<file path="src/rtl/tri_pkg.sv">
`default_nettype none
// ----------------------------------------------------------------------------
// tri_pkg
// Shared types, codes and constants for the trapezoid-rule integrator.
// ----------------------------------------------------------------------------
package tri_pkg;

    localparam int FRAC_BITS = 16;
    localparam int IN_W      = 24;
    localparam int STEPS_W   = 16;
    localparam int OUT_W     = 48;
    localparam int FX_W      = 42;
    localparam int ANG_W     = 35;
    localparam int CX_W      = 34;
    localparam int H_BITS    = IN_W + 1 + FRAC_BITS;
    localparam int CNT_W     = $clog2(H_BITS);

    localparam logic [1:0] OP_NONE   = 2'd0;
    localparam logic [1:0] OP_SQUARE = 2'd1;
    localparam logic [1:0] OP_CUBE   = 2'd2;
    localparam logic [1:0] OP_SINE   = 2'd3;

    localparam logic [1:0] ST_OK     = 2'd0;
    localparam logic [1:0] ST_BAD_OP = 2'd1;
    localparam logic [1:0] ST_SAT    = 2'd2;

    // Angles are Q5.30.
    localparam logic signed [ANG_W-1:0] ANG_TWO_PI  = 35'sd6746518852;
    localparam logic signed [ANG_W-1:0] ANG_PI      = 35'sd3373259426;
    localparam logic signed [ANG_W-1:0] ANG_HALF_PI = 35'sd1686629713;
    localparam logic signed [CX_W-1:0]  CORDIC_GAIN = 34'sd652032874;

    typedef struct packed {
        logic [1:0]                op;
        logic signed [IN_W-1:0]    lower_bound;
        logic signed [IN_W-1:0]    upper_bound;
        logic [STEPS_W-1:0]        steps;
    } t_req;

    typedef struct packed {
        logic signed [OUT_W-1:0]   integral;
        logic [1:0]                status;
    } t_rsp;

    typedef struct packed {
        logic                      start;
        logic [1:0]                op;
        logic signed [IN_W-1:0]    x;
    } t_ev_req;

    typedef struct packed {
        logic                      done;
        logic signed [FX_W-1:0]    fx;
    } t_ev_rsp;

    typedef enum logic [3:0] {
        S_IDLE, S_DIV, S_SIGN, S_EVAL, S_WAIT, S_POINT, S_MPREP, S_MUL, S_RND, S_FIN
    } t_state;

    typedef enum logic [3:0] {
        E_IDLE, E_SQR, E_RSQ, E_CUB, E_RCU, E_RED, E_WRAP, E_FOLD, E_ROT, E_SRND, E_DONE
    } t_ev_state;

    function automatic logic signed [ANG_W-1:0] atan_q30(input logic [4:0] idx);
        logic signed [ANG_W-1:0] v;
        case (idx)
            5'd0:  v = 35'sd843314856;
            5'd1:  v = 35'sd497837829;
            5'd2:  v = 35'sd263043836;
            5'd3:  v = 35'sd133525158;
            5'd4:  v = 35'sd67021686;
            5'd5:  v = 35'sd33543515;
            5'd6:  v = 35'sd16775850;
            5'd7:  v = 35'sd8388437;
            5'd8:  v = 35'sd4194282;
            5'd9:  v = 35'sd2097149;
            5'd10: v = 35'sd1048575;
            5'd11: v = 35'sd524287;
            5'd12: v = 35'sd262143;
            5'd13: v = 35'sd131071;
            5'd14: v = 35'sd65535;
            5'd15: v = 35'sd32767;
            5'd16: v = 35'sd16383;
            5'd17: v = 35'sd8191;
            5'd18: v = 35'sd4095;
            5'd19: v = 35'sd2047;
            5'd20: v = 35'sd1023;
            5'd21: v = 35'sd511;
            5'd22: v = 35'sd255;
            5'd23: v = 35'sd127;
            5'd24: v = 35'sd63;
            5'd25: v = 35'sd31;
            5'd26: v = 35'sd15;
            5'd27: v = 35'sd7;
            5'd28: v = 35'sd3;
            5'd29: v = 35'sd1;
            default: v = '0;
        endcase
        return v;
    endfunction

endpackage
`default_nettype wire

</file>
<file path="src/rtl/tri_eval.sv">
`default_nettype none
// ----------------------------------------------------------------------------
// tri_eval
// Integrand evaluator: one shared multiplier for the polynomials, range
// reduction and an iterative rotation-mode CORDIC for sine.
// ----------------------------------------------------------------------------
module tri_eval #(
    parameter int CORDIC_ITERATIONS = 18
) (
    input  wire                   i_clk,
    input  wire                   i_rst_n,
    input  wire tri_pkg::t_ev_req i_req,
    output tri_pkg::t_ev_rsp      o_rsp
);
    localparam int IT_W = (CORDIC_ITERATIONS > 2) ? $clog2(CORDIC_ITERATIONS) : 1;
    localparam int MAG_W = tri_pkg::IN_W + 30 - tri_pkg::FRAC_BITS;

    tri_pkg::t_ev_state r_state, n_state;

    logic [1:0]                         r_op;
    logic signed [tri_pkg::IN_W-1:0]    r_x;
    logic signed [55:0]                 r_prod;
    logic signed [31:0]                 r_sq;
    logic signed [tri_pkg::FX_W-1:0]    r_fx;
    logic [MAG_W-1:0]                   r_mag;
    logic                               r_neg;
    logic [2:0]                         r_k;
    logic signed [tri_pkg::ANG_W-1:0]   r_ang;
    logic signed [tri_pkg::CX_W-1:0]    r_cx, r_cy;
    logic [IT_W-1:0]                    r_it;

    logic signed [31:0]                 mul_a;
    logic signed [55:0]                 mul_p;
    logic signed [55:0]                 sq_sum;
    logic signed [56:0]                 cu_sum;
    logic [MAG_W+2:0]                   red_diff;
    logic signed [tri_pkg::ANG_W-1:0]   rem_s, wrap_t, wrap_a;
    logic signed [tri_pkg::CX_W-1:0]    dx, dy;
    logic signed [tri_pkg::ANG_W-1:0]   at;
    logic signed [tri_pkg::CX_W:0]      cy_rnd;
    logic                               ev_done;

    // The multiplier is shared by the square and the cube.
    assign mul_a  = (r_state == tri_pkg::E_CUB) ? r_sq : 32'(r_x);
    assign mul_p  = mul_a * r_x;
    assign sq_sum = r_prod + 56'sd32768;
    assign cu_sum = 57'(r_prod) + 57'sd16384;

    assign red_diff = {3'b000, r_mag} - ((MAG_W+3)'(tri_pkg::ANG_TWO_PI) << r_k);
    assign rem_s    = tri_pkg::ANG_W'({2'b00, r_mag[32:0]});
    assign wrap_t   = (r_neg && (r_mag != '0)) ? tri_pkg::ANG_TWO_PI - rem_s : rem_s;
    assign wrap_a   = (wrap_t > tri_pkg::ANG_PI) ? wrap_t - tri_pkg::ANG_TWO_PI : wrap_t;

    assign dx     = r_cy >>> r_it;
    assign dy     = r_cx >>> r_it;
    assign at     = tri_pkg::atan_q30(5'(r_it));
    assign cy_rnd = (tri_pkg::CX_W+1)'(r_cy) + (tri_pkg::CX_W+1)'(8192);

    always_comb begin
        n_state = r_state;
        case (r_state)
            tri_pkg::E_IDLE: begin
                if (i_req.start) begin
                    n_state = (i_req.op == tri_pkg::OP_SINE) ? tri_pkg::E_RED : tri_pkg::E_SQR;
                end
            end
            tri_pkg::E_SQR:  n_state = tri_pkg::E_RSQ;
            tri_pkg::E_RSQ:  n_state = (r_op == tri_pkg::OP_SQUARE) ? tri_pkg::E_DONE
                                                                    : tri_pkg::E_CUB;
            tri_pkg::E_CUB:  n_state = tri_pkg::E_RCU;
            tri_pkg::E_RCU:  n_state = tri_pkg::E_DONE;
            tri_pkg::E_RED:  n_state = (r_k == 3'd0) ? tri_pkg::E_WRAP : tri_pkg::E_RED;
            tri_pkg::E_WRAP: n_state = tri_pkg::E_FOLD;
            tri_pkg::E_FOLD: n_state = tri_pkg::E_ROT;
            tri_pkg::E_ROT: begin
                if (r_it == IT_W'(CORDIC_ITERATIONS - 1)) begin
                    n_state = tri_pkg::E_SRND;
                end
            end
            tri_pkg::E_SRND: n_state = tri_pkg::E_DONE;
            tri_pkg::E_DONE: n_state = tri_pkg::E_IDLE;
            default:         n_state = tri_pkg::E_IDLE;
        endcase
    end

    always_comb begin
        ev_done = (r_state == tri_pkg::E_DONE);
    end

    always_ff @(posedge i_clk) begin
        if (!i_rst_n) begin
            r_state <= tri_pkg::E_IDLE;
        end else begin
            r_state <= n_state;
        end
    end

    always_ff @(posedge i_clk) begin
        case (r_state)
            tri_pkg::E_IDLE: begin
                r_op  <= i_req.op;
                r_x   <= i_req.x;
                r_neg <= i_req.x[tri_pkg::IN_W-1];
                r_mag <= {(i_req.x[tri_pkg::IN_W-1] ? -i_req.x : i_req.x),
                          (30 - tri_pkg::FRAC_BITS)'(0)};
                r_k   <= 3'd5;
            end
            tri_pkg::E_SQR: r_prod <= mul_p;
            tri_pkg::E_RSQ: begin
                r_sq <= sq_sum[47:16];
                r_fx <= tri_pkg::FX_W'(sq_sum[47:16]);
            end
            tri_pkg::E_CUB: r_prod <= mul_p;
            tri_pkg::E_RCU: r_fx <= cu_sum[56:15];
            tri_pkg::E_RED: begin
                if (!red_diff[MAG_W+2]) begin
                    r_mag <= red_diff[MAG_W-1:0];
                end
                r_k <= r_k - 3'd1;
            end
            tri_pkg::E_WRAP: r_ang <= wrap_a;
            tri_pkg::E_FOLD: begin
                // Fold into the right half plane using sin(pi - x) = sin(x).
                if (r_ang > tri_pkg::ANG_HALF_PI) begin
                    r_ang <= tri_pkg::ANG_PI - r_ang;
                end else if (r_ang < -tri_pkg::ANG_HALF_PI) begin
                    r_ang <= -tri_pkg::ANG_PI - r_ang;
                end
                r_cx <= tri_pkg::CORDIC_GAIN;
                r_cy <= '0;
                r_it <= '0;
            end
            tri_pkg::E_ROT: begin
                if (!r_ang[tri_pkg::ANG_W-1]) begin
                    r_cx  <= r_cx - dx;
                    r_cy  <= r_cy + dy;
                    r_ang <= r_ang - at;
                end else begin
                    r_cx  <= r_cx + dx;
                    r_cy  <= r_cy - dy;
                    r_ang <= r_ang + at;
                end
                r_it <= r_it + 1'b1;
            end
            tri_pkg::E_SRND: r_fx <= tri_pkg::FX_W'($signed(cy_rnd[tri_pkg::CX_W:14]));
            default: ;
        endcase
    end

    assign o_rsp.done = ev_done;
    assign o_rsp.fx   = r_fx;

endmodule
`default_nettype wire

</file>
<file path="config.mk">
export PLATFORM = sky130hd
export DESIGN_NAME = tri_eval
export DESIGN_NICKNAME = d
export VERILOG_FILES = /design/src/rtl/tri_pkg.sv /design/src/rtl/tri_eval.sv
export SDC_FILE = /design/constraint.sdc
export NUM_CORES = 2
export LEC_CHECK = 0
export ABC_CLOCK_PERIOD_IN_PS = 10950
export BUFFER_PORTS_ARGS = -buffer_cell sky130_fd_sc_hd__clkbuf_2
export CAP_MARGIN = 20
export CORE_ASPECT_RATIO = 0.8
export CORE_MARGIN = 5
export CORE_UTILIZATION = 60
export DETAILED_ROUTE_END_ITERATION = 12
export GPL_TIMING_DRIVEN = 0
export PLACE_DENSITY = 0.76
export SKIP_LAST_GASP = 1
export SLEW_MARGIN = 40
export SYNTH_ARGS = -nofsm -noshare
export SYNTH_HDL_FRONTEND = slang
export SYNTH_SLANG_ARGS = --single-unit
</file>
<file path="constraint.sdc">
create_clock -name i_clk -period 10.95 [get_ports i_clk]
set_clock_uncertainty 0.1 [all_clocks]
set_input_delay 1.095 -clock i_clk [delete_from_list [all_inputs] [get_ports i_clk]]
set_output_delay 1.095 -clock i_clk [all_outputs]
set_load 0.05 [all_outputs]
</file>
==> results_dict.tcl <==
set metrics [dict create \
    status "complete, no violations" \
    grt_pass1_wl_um 284000 \
    max_freq_ghz 0.0945 \
    cp_data_required_time_ns 11.16 \
    cts-htree-levels 2 \
    drv_cap 0 \
    first_iter_violations 5993 \
    grt_overflow 0 \
    dpl-instance-area_mm2 0.0596 \
    async_flop_share_pct 0 \
    yosysSeqAreaShare_pct 16.3 \
    ys_top_cells_by_area "fa_1, edfxtp_1, ha_1" \
    synth_top_cell_area_share_pct 27.4 \
    vias 49300 \
    gp_congestion 1.04 \
    critPathArrivalTime_ns 10.79 \
    gr-usage-all-layers_pct 36.4 \
    yosysTopAreaCell "fa_1" \
    min_path_type "flop to flop" \
    clk_latency_ns 0.57 \
    hp-start "r_op[1]" \
    critPathCaptureType "flop" \
    clkSinkCount 323 \
    rsz0062_at_grt "no" \
    synth_seq_cells 323 \
    synth-main-ff-cell "edfxtp_1" \
    die_h_um 287 \
    synth_warnings 0 \
    cp_max_fo 20 \
    dp_hpwl_um 154000 \
    fin_area_mm2 0.0609 \
    fin_crit_sh_pct 96.7 \
    first_pass_iters 7 \
    worstMarginPinSlew_ns 1.01 \
    stdcell_count 7804 \
    avgRoutedWirePerCell_um 23.9 \
    fin_crit_ns 10.59 \
    report.final.slew_viol_count 0 \
    first_global_vias 47600 \
    routed_wl_um 187000 \
    yosys-top-cells-count "inv_1, fa_1, nand2_1" \
    fp.coreArea_mm2 0.0949 \
    final_util_pct 64.2 \
    drive_gt1_share_pct 6.59 \
    relSlewSlack_pct 33.0 \
    synth_most_common_cell "inv_1" \
    start_kind "flop" \
    path_clk_slew_ns 0.07 \
    port_buffers 71 \
    worst_path_max_delay_cell "or4b_2" \
    initial_core_util_pct 60.5 \
    crit_start "r_state[2]" \
    finalSetupViolations 0 \
    layout.nets 7629 \
    ant_nets 0 \
    root_buffer "clkbuf_16" \
    synthesis.instances 6354 \
    grt_max_degree 38 \
    grt_antenna_before_repair 14 \
    critPathKind "flop to flop" \
    std_cell_rows 101 \
    cts_tree "yes" \
    drcViolationCount 0 \
    cts_buffer_depth 3 \
    hold_viol 0 \
    fp.dieW_um 356 \
    critical_path.max_stage_delay_ns 0.66 \
    synth-edff-count 289 \
    avgViaCountPerCell 6.31 \
    avgSynthCellArea_um2 9.03 \
    cts_buffers 34 \
    die_area_mm2 0.102 \
    placedCellCount 7724 \
    syn_area_mm2 0.0574 \
    ys_types 98 \
    cpMostUsedCell "fa_1" \
    num_io_pins 72 \
    reg2reg_from "r_state[2]" \
    hold_ws_ns 0.510 \
    area_growth_pct 6.07 \
    synth_nets 7510 \
]
[routing by layer]
metal | share of wire [%] | track usage (%) | vias up
met5 | 0.099 | 0.571 | -
met4 | 3.6 | 10.7 | 10
met3 | 15 | 11.3 | 485
met2 | 41 | 52.2 | 3202
met1 | 40 | 53.1 | 24300
li1 | - | - | 21300
[cells in the final DEF (no fill, tap or decap), types with 32 or more instances in the layout]
master     synthesis  final
a211oi_1          32     32
o21ai_0          202    199
edfxtp_1         289    289
nand2b_1          51     51
nor2_1           365    363
nand2_1          767    767
a22oi_1           33     33
fa_1             785    785
dfxtp_1           34     34
a31oi_1           46     46
nor3_1            86     81
o21a_1            46     46
clkbuf_16          0     34
and2_1           360    359
nand3_1           87     87
inv_1            912    909
xnor2_1          250    250
clkbuf_1         255    214
nor2b_1           71     71
clkbuf_2           0    119
a21o_1            93     93
and3_1            51     51
mux4_2            93     93
mux2_2            36     36
xor2_1           199    199
nand4_1           46     46
ha_1             342    342
or3_1             34     33
a21oi_1          306    304
[flip-flops by register name, summed over array words and instances (netlist names), 30 cells and up]
name    count
at         30
r_ang      35
r_cx       34
r_cy       34
r_fx       42
r_mag      36
r_prod     42
r_sq       32
[path summary, 6_finish.rpt]
check / end / slack (ns) / cells past startpoint
max: r_prod[55] / 0.36 / 32
min: r_state[3] / 0.51 / 2
max reg2reg: r_prod[55] / 0.36 / 32
min reg2reg: r_state[3] / 0.51 / 2
[logic make-up (layout without fill, tap and decap cells)]
kind of cell / after synthesis / after routing / share of synthesized area (%)
AO/OA/AOI/OAI: 1035 / 1035 / 11.7
XOR/XNOR: 449 / 449 / 6.85
adder cells (fa/ha/maj): 1127 / 1127 / 34.8
buffers and inverters: 1217 / 1362 / 8.10
flip-flops: 323 / 323 / 16.3
multiplexers: 159 / 159 / 4.88
other: 0 / 18 / 0
AND/OR/NAND/NOR: 2044 / 2044 / 17.3
[through the flow]
step | setup WS (ns) | setup TNS (ns)
after global placement | -1.16 | -12.72
after floorplan | 1.24 | 0
after CTS | 0.00160 | 0
after global routing | 0.0997 | 0
after detailed placement | -0.569 | -2.28
final | 0.365 | 0
[worst max-delay path: cells and delay by family, from the launching register on]
| kind | cells | cell delay (ns) |
|---|---|---|
| flops | 1 | 0.44 |
| xor+xnor | 1 | 0.17 |
| compound gates | 6 | 1.93 |
| simple gates | 8 | 1.91 |
| buf+inv | 9 | 1.66 |
| fa+ha+maj | 8 | 4.08 |
[layout make-up]
class / count / area [um2]
diodes: 18 / 45.0
well taps: 1287 / 1610
plain buffers: 301 / 1280
multi-input cells: 4814 / 43500
inverters: 915 / 3430
flip-flops and latches: 323 / 9360
clock buffers: 44 / 908
clock inverters: 18 / 214
fillers: 7973 / 34000
repair buffers: 84 / 537
[timing repair]
item                       4_1_cts  5_1_grt
gates resized for setup         23       32
setup endpoints to repair        9       12
cloned                           0        0
hold buffers                     0        0
buffers inserted                 0        0
Power is not shown: default switching activity piles up to over one toggle a cycle in this logic, so the estimate is an artifact.
